--- config.mk ---
export PLATFORM = sky130hd
export DESIGN_NAME = life_automaton_step_with_mutation
export DESIGN_NICKNAME = d
export VERILOG_FILES = /design/src/rtl/lifestep_pkg.sv /design/src/rtl/life_automaton_step_with_mutation.sv
export SDC_FILE = /design/constraint.sdc
export NUM_CORES = 2
export LEC_CHECK = 0
export ABC_AREA = 0
export BUFFER_PORTS_ARGS = -buffer_cell sky130_fd_sc_hd__buf_2
export CAP_MARGIN = 30
export CORE_UTILIZATION = 30
export CTS_BUF_LIST = sky130_fd_sc_hd__clkbuf_4 sky130_fd_sc_hd__clkbuf_8
export CTS_CLUSTER_SIZE = 8
export DETAILED_ROUTE_END_ITERATION = 10
export GPL_TIMING_DRIVEN = 0
export MAX_ROUTING_LAYER = met4
export PLACE_DENSITY = 0.43
export SETUP_SLACK_MARGIN = 0.4
export SLEW_MARGIN = 5
export SYNTH_ARGS = -nofsm -noshare
export SYNTH_HDL_FRONTEND = slang
export SYNTH_SLANG_ARGS = --single-unit
--- constraint.sdc ---
create_clock -name clk -period 47 [get_ports clk]
set_clock_uncertainty 0.05 [all_clocks]
set_input_delay 2.35 -clock clk [delete_from_list [all_inputs] [get_ports clk]]
set_output_delay 2.35 -clock clk [all_outputs]
set_load 0.03 [all_outputs]
--- src/rtl/lifestep_pkg.sv ---
// ----------------------------------------------------------------------------
// lifestep_pkg
// Types and constants shared by the life automaton step block.
// ----------------------------------------------------------------------------
`default_nettype none

package lifestep_pkg;

    localparam int FRAME_WIDTH_W  = 11;
    localparam int FRAME_HEIGHT_W = 13;
    localparam int THRESHOLD_W    = 17;
    localparam int DRAW_W         = 16;
    localparam int COLUMN_W       = 10;
    localparam int ROW_W          = 12;
    localparam int CFG_INDEX_W    = 2;
    localparam int CFG_DATA_W     = 17;

    localparam logic [FRAME_WIDTH_W-1:0]  FRAME_WIDTH_RESET  = 11'd1024;
    localparam logic [FRAME_HEIGHT_W-1:0] FRAME_HEIGHT_RESET = 13'd1024;
    localparam logic [THRESHOLD_W-1:0]    THRESHOLD_RESET    = 17'd0;

    // smallest frame edge the rule is applied to
    localparam int MIN_EDGE = 3;

    typedef enum logic [CFG_INDEX_W-1:0] {
        CFG_FRAME_WIDTH  = 2'd0,
        CFG_FRAME_HEIGHT = 2'd1,
        CFG_MUTATE_THR   = 2'd2
    } cfg_index_t;

    typedef struct packed {
        logic              cell_in;
        logic [DRAW_W-1:0] random_draw;
    } in_word_t;

    typedef struct packed {
        logic                next_cell;
        logic                was_mutated;
        logic [COLUMN_W-1:0] cell_column;
        logic [ROW_W-1:0]    cell_row;
        logic                frame_last;
    } out_word_t;

    function automatic logic [1:0] ones3(input logic [2:0] v);
        ones3 = {1'b0, v[0]} + {1'b0, v[1]} + {1'b0, v[2]};
    endfunction

endpackage

`default_nettype wire

--- src/rtl/life_automaton_step_with_mutation.sv ---
// ----------------------------------------------------------------------------
// life_automaton_step_with_mutation
// Streaming B3/S23 next-generation step with random mutation.
// ----------------------------------------------------------------------------
// Cells enter one word per clock in raster order and the block sustains one
// word per cycle while out_stall is low. Each word reads its column of a 2-bit
// line memory (rows r-1 and r-2) in the accept cycle and is registered in the
// window stage; when that stage fires, the 3x3 window is complete, the rule and
// the mutation compare are evaluated, the column is written back and the result
// lands in the output register. Border cells give no result; frame_last marks
// the last interior cell. The line memory needs no clearing pass: entries are
// written by the first row of every frame before any result reads them.
`default_nettype none

module life_automaton_step_with_mutation #(
    parameter int MAX_WIDTH  = 1024,
    parameter int MAX_HEIGHT = 4096
) (
    input  wire                                      clk,
    input  wire                                      rst_n,
    input  wire                                      cfg_write,
    input  wire  [lifestep_pkg::CFG_INDEX_W-1:0]     cfg_index,
    input  wire  [lifestep_pkg::CFG_DATA_W-1:0]      cfg_data,
    input  wire                                      in_valid,
    output logic                                     in_stall,
    input  lifestep_pkg::in_word_t                   in_data,
    output logic                                     out_valid,
    input  wire                                      out_stall,
    output lifestep_pkg::out_word_t                  out_data
);

    localparam int CB   = (MAX_WIDTH > 1) ? $clog2(MAX_WIDTH) : 1;
    localparam int RB   = (MAX_HEIGHT > 1) ? $clog2(MAX_HEIGHT) : 1;
    localparam int WCMP = (CB + 1 > lifestep_pkg::FRAME_WIDTH_W) ?
                          CB + 1 : lifestep_pkg::FRAME_WIDTH_W;
    localparam int HCMP = (RB + 1 > lifestep_pkg::FRAME_HEIGHT_W) ?
                          RB + 1 : lifestep_pkg::FRAME_HEIGHT_W;

    // configuration
    logic [lifestep_pkg::FRAME_WIDTH_W-1:0]  frame_width_reg;
    logic [lifestep_pkg::FRAME_HEIGHT_W-1:0] frame_height_reg;
    logic [lifestep_pkg::THRESHOLD_W-1:0]    threshold_reg;

    // position of the next word
    logic [CB-1:0] col_reg, col_next;
    logic [RB-1:0] row_reg, row_next;

    // window stage
    logic                              s1_valid_reg, s1_valid_next;
    logic                              s1_cell_reg;
    logic [lifestep_pkg::DRAW_W-1:0]   s1_draw_reg;
    logic [CB-1:0]                     s1_col_reg;
    logic [RB-1:0]                     s1_row_reg;
    logic                              s1_last_reg;
    logic [5:0]                        window_reg, window_next;
    logic [1:0]                        rd_reg;

    // output register
    logic                              out_valid_reg, out_valid_next;
    lifestep_pkg::out_word_t           out_word_reg, out_word_next;

    // line memory: bit0 = row r-1, bit1 = row r-2
    logic [1:0] line_mem [MAX_WIDTH];

    logic [WCMP-1:0] w_eff, fw_ext, col_plus;
    logic [HCMP-1:0] h_eff, fh_ext, row_plus;
    logic            col_wrap, row_wrap;
    logic            accept, out_free, s1_fire, s1_interior;
    logic [2:0]      new_col, left_col, mid_col;
    logic [3:0]      count;
    logic            cur, rule_next, mutate;
    logic [CB-1:0]   col_m1;
    logic [RB-1:0]   row_m1;

    // effective frame size, clamped to the legal range
    always_comb
    begin
        fw_ext = WCMP'(frame_width_reg);
        fh_ext = HCMP'(frame_height_reg);
        if (fw_ext < WCMP'(lifestep_pkg::MIN_EDGE))
            w_eff = WCMP'(lifestep_pkg::MIN_EDGE);
        else if (fw_ext > WCMP'(MAX_WIDTH))
            w_eff = WCMP'(MAX_WIDTH);
        else
            w_eff = fw_ext;
        if (fh_ext < HCMP'(lifestep_pkg::MIN_EDGE))
            h_eff = HCMP'(lifestep_pkg::MIN_EDGE);
        else if (fh_ext > HCMP'(MAX_HEIGHT))
            h_eff = HCMP'(MAX_HEIGHT);
        else
            h_eff = fh_ext;
    end

    assign col_plus = WCMP'(col_reg) + WCMP'(1);
    assign row_plus = HCMP'(row_reg) + HCMP'(1);
    assign col_wrap = (col_plus >= w_eff);
    assign row_wrap = (row_plus >= h_eff);

    // handshake
    assign out_free = !out_valid_reg || !out_stall;
    assign s1_fire  = s1_valid_reg && out_free;
    assign in_stall = s1_valid_reg && !out_free;
    assign accept   = in_valid && !in_stall;

    // window evaluation
    always_comb
    begin
        new_col     = {rd_reg[1], rd_reg[0], s1_cell_reg};
        left_col    = window_reg[5:3];
        mid_col     = window_reg[2:0];
        cur         = mid_col[1];
        count       = 4'(lifestep_pkg::ones3(left_col)) + 4'(lifestep_pkg::ones3(mid_col))
                    + 4'(lifestep_pkg::ones3(new_col)) - 4'(cur);
        rule_next   = (count == 4'd3) || (cur && (count == 4'd2));
        mutate      = ({1'b0, s1_draw_reg} < threshold_reg);
        s1_interior = (s1_col_reg >= CB'(2)) && (s1_row_reg >= RB'(2));
        col_m1      = s1_col_reg - CB'(1);
        row_m1      = s1_row_reg - RB'(1);
        window_next = s1_fire ? {mid_col, new_col} : window_reg;
    end

    always_comb
    begin
        col_next       = col_reg;
        row_next       = row_reg;
        s1_valid_next  = s1_valid_reg;
        out_valid_next = out_valid_reg;
        out_word_next  = out_word_reg;

        if (accept)
        begin
            if (col_wrap)
            begin
                col_next = '0;
                row_next = row_wrap ? '0 : RB'(row_plus);
            end
            else
            begin
                col_next = CB'(col_plus);
            end
        end

        if (accept)
            s1_valid_next = 1'b1;
        else if (s1_fire)
            s1_valid_next = 1'b0;

        // drop the taken word, then load a new one if the window produces it
        if (out_valid_reg && !out_stall)
            out_valid_next = 1'b0;
        if (s1_fire && s1_interior)
        begin
            out_valid_next            = 1'b1;
            out_word_next.next_cell   = mutate ? !cur : rule_next;
            out_word_next.was_mutated = mutate;
            out_word_next.cell_column = lifestep_pkg::COLUMN_W'(col_m1);
            out_word_next.cell_row    = lifestep_pkg::ROW_W'(row_m1);
            out_word_next.frame_last  = s1_last_reg;
        end
    end

    always_ff @(posedge clk or negedge rst_n)
    begin
        if (!rst_n)
        begin
            frame_width_reg  <= lifestep_pkg::FRAME_WIDTH_RESET;
            frame_height_reg <= lifestep_pkg::FRAME_HEIGHT_RESET;
            threshold_reg    <= lifestep_pkg::THRESHOLD_RESET;
            col_reg          <= '0;
            row_reg          <= '0;
            s1_valid_reg     <= 1'b0;
            window_reg       <= '0;
            out_valid_reg    <= 1'b0;
        end
        else
        begin
            if (cfg_write)
            begin
                unique case (lifestep_pkg::cfg_index_t'(cfg_index))
                    lifestep_pkg::CFG_FRAME_WIDTH:
                        frame_width_reg <= cfg_data[lifestep_pkg::FRAME_WIDTH_W-1:0];
                    lifestep_pkg::CFG_FRAME_HEIGHT:
                        frame_height_reg <= cfg_data[lifestep_pkg::FRAME_HEIGHT_W-1:0];
                    lifestep_pkg::CFG_MUTATE_THR:
                        threshold_reg <= cfg_data[lifestep_pkg::THRESHOLD_W-1:0];
                    default:
                        ;
                endcase
            end
            col_reg       <= col_next;
            row_reg       <= row_next;
            s1_valid_reg  <= s1_valid_next;
            window_reg    <= window_next;
            out_valid_reg <= out_valid_next;
        end
    end

    // payload registers
    always_ff @(posedge clk)
    begin
        if (accept)
        begin
            s1_cell_reg <= in_data.cell_in;
            s1_draw_reg <= in_data.random_draw;
            s1_col_reg  <= col_reg;
            s1_row_reg  <= row_reg;
            s1_last_reg <= col_wrap && row_wrap;
        end
        out_word_reg <= out_word_next;
    end

    // line memory: read on accept, write back the shifted column when the
    // window advances; back-to-back words always touch different columns
    always_ff @(posedge clk)
    begin
        if (accept)
            rd_reg <= line_mem[col_reg];
        if (s1_fire)
            line_mem[s1_col_reg] <= {rd_reg[0], s1_cell_reg};
    end

    assign out_valid = out_valid_reg;
    assign out_data  = out_word_reg;

endmodule

`default_nettype wire

Yosys cells after proc, flatten, opt, wreduce, memory -nomap -nowiden --
Memories as Yosys holds them, arrays and structs flattened. A register that Yosys moved wholly into a read port is not among the register bits. Cells that the tools add are included.
Storage, ports and cells: flip-flop bits (word level) 136, RAM bits 2048, bits of input ports 41, output and inout port bits 27, logic and storage cells 80, memories 1
Memories:
- line_mem | depth 1024, bits a word 2, read ports 1, clocked after memory_dff 1, wr ports 1, line life_automaton_step_with_mutation.sv:63 | logic [1:0] line_mem [MAX_WIDTH];
Operators by class: $add $sub $neg 13, $lt $le $gt $ge 9, equality and inequality tests 4, multiplexer cells 13, reductions and logical operators 22
Operator list (number):
- 2-to-1 mux 13 bit | 2
- 2-to-1 mux 11 bit | 2
- less-than comparator 16 x 17 -> 1 bit | 1
- adder 12 x 1 -> 13 bit (second input constant) | 1
- >= comparator 13 bit | 1
- > comparator 13 bit (second input constant) | 1
- less-than comparator 13 x 2 -> 1 bit (second input constant) | 1
- >= comparator 12 x 2 -> 1 bit (second input constant) | 1
- 2-to-1 mux 12 bit | 1
- subtractor 12 x 1 -> 12 bit (second input constant) | 1
- adder 10 x 1 -> 11 bit (second input constant) | 1
- >= comparator 11 bit | 1
- > comparator 11 bit (second input constant) | 1
- less-than comparator 11 x 2 -> 1 bit (second input constant) | 1
- >= comparator 10 x 2 -> 1 bit (second input constant) | 1
- 2-to-1 mux 10 bit | 1
- subtractor 10 x 1 -> 10 bit (second input constant) | 1
- equality test 4 x 2 -> 1 bit (second input constant) | 2
- logical AND 1 bit | 8
- AND reduction 2 bit | 4
- 2-to-1 mux 1 bit | 7
- adder 1 x 1 -> 2 bit | 3
- adder 2 x 1 -> 2 bit | 3
- logical NOT 1 bit | 5
- 8 further kinds | 10

Longest topological paths before layout --
depth in word-level cells 9, mapped depth 18, gate-level depth less buffers 14

Worst setup path after synthesis --
Ideal clock, no wire load.
path type reg-to-reg, from register rd_reg[0], read port of line_mem, to register out_word_reg, in the netlist out_data[24], data pin, setup time 0.148 ns, data arrival time 16.208 ns, data required time 46.802 ns, path slack 30.594 ns, stages on the path, launching flop included 11, path buffers 0, period minus slack after synthesis 16.406 ns, path through edfxtp_1 fa_1 fa_1 inv_1 fa_1 inv_1 fa_1 inv_1 fa_1 or3_1 mux2i_1
Between the ends: cells in the longest elaborated chain, start to end 8, elaborated cells on any way between the ends 9, classes of those cells add/sub (4); eq/ne (2); mux (1); reduce/logical (2)
RTL lines:
- start, declared | line life_automaton_step_with_mutation.sv:56 | logic [1:0] rd_reg;
- adder 1 x 1 -> 2 bit (*) | line lifestep_pkg.sv:45 | ones3 = {1'b0, v[0]} + {1'b0, v[1]} + {1'b0, v[2]};
- adder 2 x 1 -> 2 bit (*) | line lifestep_pkg.sv:45
- adder 3 x 2 -> 4 bit (*) | line life_automaton_step_with_mutation.sv:113 | + 4'(lifestep_pkg::ones3(new_col)) - 4'(cur);
- subtractor 4 x 1 -> 4 bit (*) | line life_automaton_step_with_mutation.sv:113
- equality test 4 x 2 -> 1 bit | line life_automaton_step_with_mutation.sv:114 | rule_next = (count == 4'd3) || (cur && (count == 4'd2));
- logical AND 1 bit | line life_automaton_step_with_mutation.sv:114
- logical OR 1 bit (*) | line life_automaton_step_with_mutation.sv:114
- 2-to-1 mux 1 bit (*) | line life_automaton_step_with_mutation.sv:154 | out_word_next.next_cell = mutate ? !cur : rule_next;
- end signal, assigned | line life_automaton_step_with_mutation.sv:209 | out_word_reg <= out_word_next;
- end, declared | line life_automaton_step_with_mutation.sv:60 | lifestep_pkg::out_word_t out_word_reg, out_word_next;
Mark *: on every way between the ends. The rest lies on a longest branch, timed or not. A chain may end at the register's enable or synchronous reset.

Worst setup path in the final report --
from register col_reg[1], to register s1_last_reg, data pin
Between the ends: cells in the longest elaborated chain, start to end 3
RTL lines:
- start, declared | line life_automaton_step_with_mutation.sv:45 | logic [CB-1:0] col_reg, col_next;
- start signal, assigned | line life_automaton_step_with_mutation.sv:190 | col_reg <= col_next;
- adder 10 x 1 -> 11 bit | line life_automaton_step_with_mutation.sv:94 | assign col_plus = WCMP'(col_reg) + WCMP'(1);
- >= comparator 11 bit | line life_automaton_step_with_mutation.sv:96 | assign col_wrap = (col_plus >= w_eff);
- logical AND 1 bit | line life_automaton_step_with_mutation.sv:207 | s1_last_reg <= col_wrap && row_wrap;
- end signal, assigned | line life_automaton_step_with_mutation.sv:207
- end, declared | line life_automaton_step_with_mutation.sv:54 | logic s1_last_reg;
Every way passes these cells.

==> flow_summary.ini <==
[power_and_ir_drop]
peakVddDrop_uv = 30.92
leakagePower_uw = 0.03345
power_density_nw_per_um2 = 57.47

[timing]
drv_slew = 0
relSlewSlack_pct = 23.91
tns_ns = 0
max_freq_ghz = 0.1517
setup_viol = 0
hold_ws_ns = 0.3890
min_period_ns = 6.593
hold_viol = 0
rsz0062_at_grt = no
fin_crit_sh_pct = 14.03
worstMarginPinSlew_ns = 1.141

[setup_path]
worst-r2r-cell-count = 17
setup.worst_path.end = s1_last_reg$_DFFE_PP_
r2r-start = col_reg[1]$_DFFE_PN0P_
r2r_setup_slack_ns = 40.41
crit_type = register to register
cp-startpoint = col_reg[1]$_DFFE_PN0P_
startpoint_type = register
end_kind = register
rr_endpoint = s1_last_reg$_DFFE_PP_
cp_max_fo = 11
crit_arrival_ns = 7.26
required_ns = 47.67

[detailed_routing]
via_count = 56642
post-route-drc-count = 0
via_per_inst = 5.607
drt_iter0_drc = 8617
finalWirelength_microns = 405100
firstDrtPassIters = 8
detail-route-antenna-nets = 0
routedWlPerCell_microns = 40.10

[placed_design]
portBuffers = 67
place_congestion = 0.9563
dpl.hpwl_microns = 274600

[global_route]
grt_use_total_pct = 27.34
grt_pass1_wl_microns = 527500
antenna_found_initial = 43
grt_pass1_vias = 55567
grt.overflow.total = 0
grt_start_max_net_pins = 56

[yosys]
synth_fa_ha_area_share_pct = 0.8436
ys_types = 74
synthCells = 5236
synth_mux_area_share_pct = 14.05
synth_enable_flop_cells = 2115
synth_compound_area_share_pct = 3.107
syn_area_sq_um = 89880
syn_nets = 5334
ys_ff_latch = 2186
yosys.area_share.simple_pct = 6.715
synth_top_family_by_area = multiplexers
synth-main-ff-cell = edfxtp_1
ys_seq_area_share_pct = 72.64
synth-xor-area-share_pct = 0.3411
ys.warnings.count = 0
synth_area_per_cell_sq_um = 17.17
async_flop_share_pct = 3.248

[floorplan]
die_x_microns = 549.4
core_sq_um = 297500
die-area_sq_um = 301800
initial_core_util_pct = 30.21
rows = 200
die_height_microns = 549.4
io_pins = 68

[clock_network]
clk_path_buf_depth = 4
post-cts-setup-buffer-count = 0
clock_sinks = 2186
cts.htree.levels = 5
clk_pin_slew_ns = 0.06
postCtsHoldBufs = 0
root_buffer = clkbuf_8
cts_tree = done
numCtsBuffers = 382
cts_resized = 0
clk_latency_ns = 1.04

[cells_and_area]
nNetsFinal = 5952
largest_reg_flops = 2048
final_common_cell = edfxtp_1
final_cell_mix = edfxtp_1, nor2_1, mux4_2
post_route_cells_drive_above_1_share_pct = 26.20
synthToLayoutAreaGrowth_pct = 18.22

[worst_hold_path]
hp-class = register to register

[outcome]
outcome = completed

[job]
drv_cap = 0
layer usage:
metal  vias to the layer above  global-route usage (%)  routed length (microns)
met4                         0                   12.79                    21260
met3                       769                   6.170                    39380
met2                      3490                   40.88                   182400
li1                      21779                       -                        -
met1                     30604                   35.29                   162000
met5                         -                       -                        0
worst max-delay path: stages, from the launching register on:
cell      delay (ns)
dfrtp_1         0.41
buf_2           0.52
buf_2           0.53
buf_2           0.56
buf_12          0.26
buf_2           0.78
buf_2           0.73
nand3_1         0.21
nor2_1          0.18
and3_1          0.20
xor2_1          0.25
ha_1            0.28
o21a_1          0.10
o21ai_0         0.15
nand2b_1        0.08
a41o_1          0.32
clkbuf_1        0.33
and2_1          0.28
cell type report:
cell class / count / area, sq um
Fill cell: 28197 / 191300
Sequential cell: 2186 / 65290
Multi-Input combinational cell: 2600 / 22580
Clock buffer: 503 / 6216
Tap cell: 3939 / 4928
Timing Repair Buffer: 234 / 4049
Buffer: 403 / 2044
Clock inverter: 168 / 920.9
Inverter: 47 / 176.4
Antenna cell: 22 / 55.05
cells by family after synthesis:
| family | Yosys count |
|---|---|
| AOI/OAI and AO/OA | 395 |
| and+or+nand+nor | 1468 |
| adders and majority gates | 57 |
| muxes | 645 |
| xor gates and xnor gates | 35 |
| DFF | 2186 |
| buffers and inverters | 450 |
synth_stat cells (46+ instances only):
| library cell | instances | area share (%) |
|---|---|---|
| o21ai_0 | 53 | 0.30 |
| a22oi_1 | 80 | 0.67 |
| nand2_1 | 178 | 0.74 |
| dfrtp_1 | 69 | 1.9 |
| o22ai_1 | 50 | 0.35 |
| inv_1 | 46 | 0.19 |
| nand3_1 | 46 | 0.26 |
| mux4_2 | 479 | 12 |
| ha_1 | 51 | 0.71 |
| buf_1 | 70 | 0.29 |
| buf_2 | 71 | 0.40 |
| mux2i_1 | 106 | 1.2 |
| a21oi_1 | 46 | 0.26 |
| edfxtp_1 | 2115 | 71 |
| clkbuf_1 | 208 | 0.87 |
| nor2_1 | 1079 | 4.5 |
| mux2_2 | 53 | 0.66 |
worst min-delay path by stage:
| stage | start | slack, ns | depth (start not counted) | end |
|---|---|---|---|---|
| after global routing | s1_last_reg$_DFFE_PP_ | 0.39 | 0 | out_data[0]$_DFFE_PP_ |
| after global placement | s1_last_reg$_DFFE_PP_ | 0.36 | 0 | out_data[0]$_DFFE_PP_ |
| after CTS | s1_last_reg$_DFFE_PP_ | 0.39 | 0 | out_data[0]$_DFFE_PP_ |
| final | s1_last_reg$_DFFE_PP_ | 0.39 | 0 | out_data[0]$_DFFE_PP_ |
| after detailed placement | s1_last_reg$_DFFE_PP_ | 0.37 | 0 | out_data[0]$_DFFE_PP_ |
| after floorplan | s1_last_reg$_DFFE_PP_ | 0.35 | 0 | out_data[0]$_DFFE_PP_ |
through the flow:
stage,utilization [%],cell area [sq um],setup slack [ns],instances,total power [uW]
global route,35.70,106200,40.32,10089,6202
global placement,31.98,95140,17.77,9242,4521
floorplan,-,89880,30.59,5236,3364
detailed placement,33.29,99060,40.47,9408,4388
CTS,35.69,106200,40.44,10079,6084
finish,35.71,106300,40.41,10102,6106
report_power, final:
part           leakage (uW)  internal [uW]  switching, uW
logic               0.00975            643           1410
clock network       0.00378            883            835
registers            0.0199           2310           28.0
Power figures use the tool's default switching activity.
